### src/llr_pkg.sv
package llr_pkg;

  localparam int FracBits = 16;
  localparam int Dim      = 2;

  localparam int InW   = 32;
  localparam int DiffW = InW + 1;
  localparam int ProdW = InW + DiffW;
  localparam int SumW  = ProdW + 1;
  localparam int DyW   = SumW - FracBits - 1;
  localparam int NumW  = DyW + 1;
  localparam int RemW  = NumW + 1;
  localparam int RatW  = FracBits + 1;
  localparam int PhiQW = FracBits + 3;
  localparam int PhiW  = FracBits + 1;

  localparam int SquareStage = FracBits + 1;
  localparam int LimStages   = SquareStage + 1 + PhiQW;

  localparam int LoW = DyW / 2;
  localparam int HiW = DyW - LoW;
  localparam int PW  = PhiW + 1 + DyW;
  localparam int TW  = PW - FracBits;

  typedef struct packed {
    logic signed [InW-1:0] pos_i_x;
    logic signed [InW-1:0] pos_i_y;
    logic signed [InW-1:0] pos_j_x;
    logic signed [InW-1:0] pos_j_y;
    logic signed [InW-1:0] value_i;
    logic signed [InW-1:0] value_j;
    logic signed [InW-1:0] grad_i_x;
    logic signed [InW-1:0] grad_i_y;
    logic signed [InW-1:0] grad_j_x;
    logic signed [InW-1:0] grad_j_y;
  } in_req_t;

  typedef struct packed {
    logic signed [InW-1:0] recon_i;
    logic signed [InW-1:0] recon_j;
    logic                  saturated;
  } out_rsp_t;

  typedef struct packed {
    logic signed [DyW-1:0] dy_i;
    logic signed [DyW-1:0] dy_j;
    logic signed [InW-1:0] value_i;
    logic signed [InW-1:0] value_j;
  } side_t;

  typedef struct packed {
    side_t                   side;
    logic signed [DiffW-1:0] dy0;
  } dot_t;

  // one divider lane: shared by the ratio divide and the limiter divide
  typedef struct packed {
    logic             zero;
    logic [NumW-1:0]  den;
    logic [RemW-1:0]  rem;
    logic [PhiQW-1:0] quo;
    logic [PhiQW-1:0] num;
  } lane_t;

  typedef struct packed {
    lane_t lane_i;
    lane_t lane_j;
    side_t side;
  } lim_t;

endpackage

### src/llr_recon.sv
module llr_recon (
  input  logic              clk_i,
  input  logic              rst_ni,
  input  logic              in_valid_i,
  output logic              in_stall_o,
  input  llr_pkg::lim_t     in_lim_i,
  output logic              out_valid_o,
  input  logic              out_stall_i,
  output llr_pkg::out_rsp_t out_rsp_o
);

  localparam int N = 4;

  logic       v_q [N];
  logic [N:0] en;

  logic [llr_pkg::PhiW-1:0]             phi_q, cap_i, cap_j;
  logic [llr_pkg::PhiW:0]               phi_sum;
  llr_pkg::side_t                       side0_q;
  logic signed [llr_pkg::InW-1:0]       vi1_q, vj1_q, vi2_q, vj2_q;
  logic [llr_pkg::PhiW+llr_pkg::LoW-1:0] loi_q, loj_q;
  logic signed [llr_pkg::PhiW+llr_pkg::HiW:0] hii_q, hij_q;
  logic signed [llr_pkg::HiW-1:0]       dyhi_i, dyhi_j;
  logic signed [llr_pkg::PW-1:0]        prod_i, prod_j;
  logic signed [llr_pkg::TW-1:0]        ti_q, tj_q;
  logic signed [llr_pkg::TW:0]          oi, oj;
  logic [llr_pkg::InW:0]                ci, cj;
  llr_pkg::out_rsp_t                    rsp_q;

  function automatic logic [llr_pkg::PhiW-1:0] cap(input llr_pkg::lane_t l);
    logic [llr_pkg::PhiQW-1:0] one;
    one = llr_pkg::PhiQW'(1) << llr_pkg::FracBits;
    if (l.zero) return '0;
    return (l.quo > one) ? llr_pkg::PhiW'(one) : llr_pkg::PhiW'(l.quo);
  endfunction

  // returns {clipped, value}
  function automatic logic [llr_pkg::InW:0] clamp(input logic signed [llr_pkg::TW:0] v);
    logic [llr_pkg::TW:0] u;
    u = v;
    if (u[llr_pkg::TW:llr_pkg::InW-1] == '0 || u[llr_pkg::TW:llr_pkg::InW-1] == '1) begin
      return {1'b0, u[llr_pkg::InW-1:0]};
    end
    return u[llr_pkg::TW] ? {1'b1, 1'b1, (llr_pkg::InW-1)'(0)}
                          : {1'b1, 1'b0, {(llr_pkg::InW-1){1'b1}}};
  endfunction

  always_comb begin
    en[N] = !out_stall_i;
    for (int k = N - 1; k >= 0; k--) begin
      en[k] = !v_q[k] || en[k+1];
    end
  end

  assign in_stall_o  = !en[0];
  assign out_valid_o = v_q[N-1];
  assign out_rsp_o   = rsp_q;

  always_ff @(posedge clk_i or negedge rst_ni) begin
    if (!rst_ni) begin
      for (int k = 0; k < N; k++) v_q[k] <= 1'b0;
    end else begin
      if (en[0]) v_q[0] <= in_valid_i;
      for (int k = 1; k < N; k++) begin
        if (en[k]) v_q[k] <= v_q[k-1];
      end
    end
  end

  // cap and average the two limiters
  assign cap_i   = cap(in_lim_i.lane_i);
  assign cap_j   = cap(in_lim_i.lane_j);
  assign phi_sum = {1'b0, cap_i} + {1'b0, cap_j};

  always_ff @(posedge clk_i) begin
    if (en[0]) begin
      phi_q   <= phi_sum[llr_pkg::PhiW:1];
      side0_q <= in_lim_i.side;
    end
  end

  // phi * dy split into two partial products
  assign dyhi_i = side0_q.dy_i[llr_pkg::DyW-1:llr_pkg::LoW];
  assign dyhi_j = side0_q.dy_j[llr_pkg::DyW-1:llr_pkg::LoW];

  always_ff @(posedge clk_i) begin
    if (en[1]) begin
      loi_q <= (llr_pkg::PhiW+llr_pkg::LoW)'(phi_q)
             * (llr_pkg::PhiW+llr_pkg::LoW)'(side0_q.dy_i[llr_pkg::LoW-1:0]);
      loj_q <= (llr_pkg::PhiW+llr_pkg::LoW)'(phi_q)
             * (llr_pkg::PhiW+llr_pkg::LoW)'(side0_q.dy_j[llr_pkg::LoW-1:0]);
      hii_q <= $signed({1'b0, phi_q}) * dyhi_i;
      hij_q <= $signed({1'b0, phi_q}) * dyhi_j;
      vi1_q <= side0_q.value_i;
      vj1_q <= side0_q.value_j;
    end
  end

  assign prod_i = (llr_pkg::PW'(hii_q) <<< llr_pkg::LoW) + llr_pkg::PW'($signed({1'b0, loi_q}));
  assign prod_j = (llr_pkg::PW'(hij_q) <<< llr_pkg::LoW) + llr_pkg::PW'($signed({1'b0, loj_q}));

  always_ff @(posedge clk_i) begin
    if (en[2]) begin
      ti_q  <= llr_pkg::TW'(prod_i >>> llr_pkg::FracBits);
      tj_q  <= llr_pkg::TW'(prod_j >>> llr_pkg::FracBits);
      vi2_q <= vi1_q;
      vj2_q <= vj1_q;
    end
  end

  assign oi = (llr_pkg::TW+1)'(vi2_q) - (llr_pkg::TW+1)'(ti_q);
  assign oj = (llr_pkg::TW+1)'(vj2_q) + (llr_pkg::TW+1)'(tj_q);
  assign ci = clamp(oi);
  assign cj = clamp(oj);

  always_ff @(posedge clk_i) begin
    if (en[3]) begin
      rsp_q.recon_i   <= ci[llr_pkg::InW-1:0];
      rsp_q.recon_j   <= cj[llr_pkg::InW-1:0];
      rsp_q.saturated <= ci[llr_pkg::InW] | cj[llr_pkg::InW];
    end
  end

endmodule
### config.mk
export PLATFORM = sky130hd
export DESIGN_NAME = llr_recon
export DESIGN_NICKNAME = d
export VERILOG_FILES = /design/src/llr_pkg.sv /design/src/llr_recon.sv
export SDC_FILE = /design/constraint.sdc
export NUM_CORES = 2
export LEC_CHECK = 0
export BUFFER_PORTS_ARGS = -buffer_cell sky130_fd_sc_hd__buf_2
export CORE_MARGIN = 4
export CORE_UTILIZATION = 45
export CTS_BUF_LIST = sky130_fd_sc_hd__clkbuf_2 sky130_fd_sc_hd__clkbuf_4 sky130_fd_sc_hd__clkbuf_8
export DETAILED_ROUTE_END_ITERATION = 16
export MAX_ROUTING_LAYER = met4
export PLACE_DENSITY_LB_ADDON = 0.25
export SYNTH_ARGS = -nofsm -noshare
export SYNTH_HDL_FRONTEND = slang
export SYNTH_SLANG_ARGS = --single-unit
### constraint.sdc
create_clock -name clk_i -period 15.06 [get_ports clk_i]
set_clock_uncertainty 0.1 [all_clocks]
set_input_delay 0 -clock clk_i [delete_from_list [all_inputs] [get_ports clk_i]]
set_output_delay 0 -clock clk_i [all_outputs]
set_load 0.02 [all_outputs]
# Word level (Yosys, flattened, before mapping)
# Cells that the tools add are included.
# Widths: inputs -> output; s select.
[totals] mem_bits_ro=0 latch_bits=0 out_inout_bits=67 wordCells=66 in_bits=446 ramBits=0 memories=0 regBits=646
[classes] n_eq_ne=2 n_shift=0 div=0 multipliers=4 order_cmp=2 add_sub_neg=5 bitwise=1 reduce_logical=14 muxes=16
[op_table] op="$add 67x42->67" n=2
[op_table] op="$mux 33" n=4
[op_table] op="$mux 17" n=6
[op_table] op="$mul 18x25->43" n=2
[op_table] op="$mul 17x24->41" n=2
[op_table] op="$mux 32" n=2
[op_table] op="$add 32x51->52" n=1
[op_table] op="$sub 32x51->52" n=1
[op_table] op="$eq 21x21->1 const B" n=2
[op_table] op="$logic_not 21->1" n=2
[op_table] op="$gt 19x17->1 const B" n=2
[op_table] op="$add 17x17->18" n=1
[op_table] op="$logic_not 1->1" n=6
[op_table] op="$logic_or 1x1->1" n=6
[op_table] op="$mux 1" n=4
[op_table] op="$or 1x1->1" n=1

# Depth between registers and ports, before layout
[logic_depth] word_depth=6 depth_mapped=29 mapped_depth_nobuf=27

# Worst setup path after synthesis
# OpenSTA, ideal clock, no wires.
[synth_path] kind="register to register" startpoint="register phi_q[3] in the netlist's numbering" endpoint="register hii_q[41] in the netlist's numbering (data pin)" n_path_buf=2 setup_slack_ps=7889 setup_time_ps=266 t_arrival_ps=6805 required_ps=14694 synth_period_minus_slack_ps=7171 path_stages_with_launch=29 path_cell_list="edfxtp_1 > clkbuf_1 > clkbuf_1 > nand2_1 > fa_1 > inv_1 > fa_1 > inv_1 > fa_1 > inv_1 > fa_1 > fa_1 > inv_1 > fa_1 > inv_1 > ha_1 > a21o_1 > a21o_1 > a21o_1 > a21o_1 > nor3_1 > o21ai_0 > a31oi_1 > o31ai_1 > a2111oi_0 > nor3_1 > a41o_1 > o41ai_1 > xnor2_1"
[synth_between] elab_chain_len=1
[synth_rtl] item="start, declared" line_no="llr_recon.sv:17" source="logic [llr_pkg::PhiW-1:0] phi_q, cap_i, cap_j;"
[synth_rtl] item="start signal, assigned" line_no="llr_recon.sv:77" source="phi_q <= phi_sum[llr_pkg::PhiW:1];"
[synth_rtl] item="$mul 18x25->43" line_no="llr_recon.sv:92" source="hii_q <= $signed({1'b0, phi_q}) * dyhi_i;"
[synth_rtl] item="end signal, assigned" line_no="llr_recon.sv:92"
[synth_rtl] item="end, declared" line_no="llr_recon.sv:22" source="logic signed [llr_pkg::PhiW+llr_pkg::HiW:0] hii_q, hij_q;"
# No other way between the ends.
# A chain may end at the register's enable or synchronous reset.

# Worst setup path in the final report
[layout_path] startpoint="register phi_q[10] in the netlist's numbering" endpoint="register hii_q[41] in the netlist's numbering (data pin)"
# Same word-level chain as after synthesis.

==> metrics.md <==
| Metric | Value |
|---|---|
| RSZ-0062 raised after global routing | `no` |
| Net Count, Synth | `11100` |
| Initial antenna violation count | `6` |
| Sink Count | `614` |
| Inserted Clock Buffers | `109` |
| Gpl congestion | `0.875` |
| F_max | `110 MHz` |
| Internal power | `9.41 mW` |
| Most frequent cells in the layout | `inv_1, fa_1, nand2_1, and2_1, edfxtp_1` |
| Nets@finish | `11600` |
| Sequential fraction of the synthesis area | `22.0%` |
| Vias per cell | `5.16` |
| Async S/R FF share, synth | `0.651%` |
| DP HPWL | `162000 um` |
| Number of H-tree levels | `3` |
| # DRC | `0` |
| Synth area leaders | `fa_1, edfxtp_1, ha_1, inv_1, nand2_1` |
| Reg2reg start | `phi_q[10]` |
| FF+latch count, synth | `614` |
| Post-CTS Repair Setup Buffers | `0` |
| Status | `completed` |
| Clock Power Share | `9.6%` |
| Psw | `8.99 mW` |
| Post-synth EDFFs | `610` |
| Most numerous cell on the critical path | `fa_1` |
| Setup CP Type | `register to register` |
| Die area | `193000 sq um` |
| Synth warn | `0` |
| DRT Wirelength | `220000 um` |
| Cells after synthesis | `8542` |
| Hold Path Depth | `4` |
| FP Rows | `158` |
| Core ar. | `185000 sq um` |
| Critical Path RT | `15.55 ns` |
| Commonest non-fill, non-tap cell in the layout | `inv_1` |
| Worst Hold Class | `input pin to register` |
| Io pins | `513` |
| Synth cell types | `78` |
| Area of the multi-input gates | `56900 sq um` |
| DR iter-0 viols | `3517` |
| Max FO, Critical Path | `59` |
| Vias | `59900` |
| Comb pwr share | `72.0%` |
| Sequential fraction of design power | `18.4%` |
| Overflow after GRT | `0` |
| DR pass1 iterations | `6` |
| Slew Limit Fails | `0` |
| Clock Tree Buf Depth | `3` |
| Critical path endpoint category | `register` |
| R2r setup slk | `5.96 ns` |
| Final-report hold violation count | `0` |
| Worst path arrival time | `9.59 ns` |
| Tcrit/Tclk final | `60.4%` |
| Final min period | `9.10 ns` |
| Synthesis-to-finish area growth | `11.9%` |
| Slew HR | `15.0%` |
| Worst-Margin Slew | `1.27 ns` |
| Worst path max stage delay | `0.76 ns` |
| Root buffer cell | `clkbuf_8` |
| Startpoint type of the worst setup path | `register` |
| Leak | `45.0 nW` |
| Hold path startpoint | `in_lim_i[182]` |
| Syn Area/Cell | `9.82 sq um` |
| Layout Utilization | `50.6%` |
| Setup_tns | `0 ns` |
| Die Span Y | `440 um` |
| Largest net degree at the start of global routing | `74` |
| TritonCTS clock tree | `built` |
| Worst skew pair latency | `0.87 ns` |
| FF-to-FF End | `hii_q[41]` |
| Count of buffer and inverter cells on the critical path | `7` |
| CTS clk-pin slew, worst paths | `0.06 ns` |
| Starting Density | `45.2%` |
| Layout cells sized above 1 | `6.10%` |
| Netlist Area Pre-Place | `83900 sq um` |
| Wire per inst | `19.0 um` |
| Max VDD drop | `0.203 mV` |
| Sequential Area | `18400 sq um` |
| Hold WS | `0.163 ns` |
| CP max-delay cell | `buf_4` |
| Top FF cell, synth | `edfxtp_1` |
| Layout fillers | `17100` |
| Delay-heaviest family, CP | `adder cells` |
| Synth area leader | `fa_1` |
| # setup viols final | `0` |
| Hold Path Sink | `phi_q[0]` |
| Top cell type's share of synthesized area | `35.6%` |
| Vias in the first global route | `65200` |
| Register-to-Register Path Depth | `26` |
| Antenna-violating nets left | `0` |
| Pwr dens | `196 nW/um^2` |
| First-pass GRT wire length | `356000 um` |
| Total of max-cap violations | `0` |
| Final Instance Area | `93900 sq um` |
| Die Width | `440 um` |
| Port bufs | `272` |
| GRT Total Usage | `24.1%` |
| Dpl cell area | `87600 sq um` |
| Net Sw Frac | `48.9%` |
## area by class of cell
type / count / share of cell area [%]
multi-input cells: 5651 / 60.6
clock buffers: 130 / 1.77
flip-flops and latches: 614 / 19.6
diodes: 6 / 0.0160
clock inverters: 71 / 0.830
inverters: 1921 / 7.68
well taps: 2480 / 3.30
repair buffers: 732 / 6.16
## routing by layer
metal  up-vias  track usage, %  wire length [um]
li1      27200               -                 -
met1     30600            32.3             96800
met2      1839            39.0            105000
met3       289            3.50             14300
met4         0            5.61              4610
met5         -               -                 0
## repair_timing
| action | 4_1_cts | 5_1_grt |
|---|---|---|
| hold buffers | 387 | 0 |
| gates resized for setup | 0 | 0 |
| hold endpoints to repair | 223 | 0 |
| endpoints found under the setup margin | 0 | 0 |
## cells in the mapped netlist (19+ instances only)
| master | n |
|---|---|
| fa_1 | 1491 |
| inv_1 | 1921 |
| o21a_1 | 42 |
| clkbuf_1 | 347 |
| nand2b_1 | 40 |
| a21oi_1 | 253 |
| nor2b_1 | 38 |
| o21ai_0 | 172 |
| xnor2_1 | 206 |
| a31oi_1 | 22 |
| mux2i_1 | 31 |
| a21o_1 | 113 |
| nor2_1 | 183 |
| xor2_1 | 91 |
| o21bai_1 | 42 |
| nand3_1 | 64 |
| nand2_1 | 1227 |
| nand4_1 | 62 |
| edfxtp_1 | 610 |
| and2_1 | 652 |
| nor3_1 | 64 |
| and3_1 | 28 |
| nor4_1 | 19 |
| ha_1 | 586 |
## power by group through the flow
| stage | Clock (mW) | Combinational (mW) | Sequential [mW] |
|---|---|---|---|
| 5_1_grt | 1.90 | 15.1 | 3.44 |
| 6_report | 1.76 | 13.2 | 3.39 |
| 2_1_floorplan | 0 | 9.62 | 3.32 |
| 3_5_place_dp | 0 | 13.1 | 3.42 |
| 4_1_cts | 1.81 | 13.3 | 3.39 |
| 3_3_place_gp | 0 | 12.8 | 3.41 |
## worst max path at each step
stage	from	endpoint	slack [ns]	cells after the start
after floorplan	phi_q[3]	hii_q[41]	7.89	28
final	phi_q[10]	hii_q[41]	5.96	26
after global placement	phi_q[10]	hii_q[41]	6.10	26
after detailed placement	phi_q[10]	hii_q[41]	6.00	26
after global routing	phi_q[10]	hii_q[41]	5.35	26
after CTS	phi_q[10]	hii_q[41]	5.96	26
## stage by stage
stage	power, mW	instances	setup WS, ns
floorplan	12.9	8542	7.89
global placement	16.3	11000	6.10
detailed placement	16.5	11000	6.00
CTS	18.5	11600	5.96
global route	20.4	11600	5.35
finish	18.4	11600	5.96
## logic make-up after synthesis
kind of cell | count (synthesis) | synth area share, %
xor+xnor | 297 | 3.10
simple gates | 2451 | 14.0
flops | 614 | 22.0
mux | 35 | 0.428
compound gates | 791 | 5.96
buf+inv | 2277 | 10.2
fa+ha+maj | 2077 | 44.3
## sequential cells by signal, summed over array words and instances (netlist names), 3 cells and up
register   cells
hij_q         43
out_rsp_o     65
v_q            3
loj_q         25
ti_q          51
hii_q         43
loi_q         25
phi_q         17
vj1_q         32
dyhi_j        25
tj_q          51
vi1_q         32
dyhi_i        25
vi2_q         32
vj2_q         32
side0_q      112
## worst register-to-register path, stage by stage, from the launching register on
cell and delay (ns):
edfxtp_1 0.74, buf_4 0.51, buf_4 0.78, nand2_1 0.20
fa_1 0.56, inv_1 0.05, fa_1 0.49, inv_1 0.05
fa_1 0.53, inv_1 0.06, fa_1 0.44, fa_1 0.49
inv_1 0.05, fa_1 0.48, inv_1 0.05, ha_1 0.32
a21oi_1 0.20, o21ai_0 0.13, a31oi_1 0.41, o21ai_0 0.22
a31oi_1 0.43, o31ai_1 0.19, a2111oi_0 0.49, nor3_1 0.15
a41o_1 0.28, o41ai_1 0.31, xnor2_1 0.10
Power figures use the tool's default switching activity.
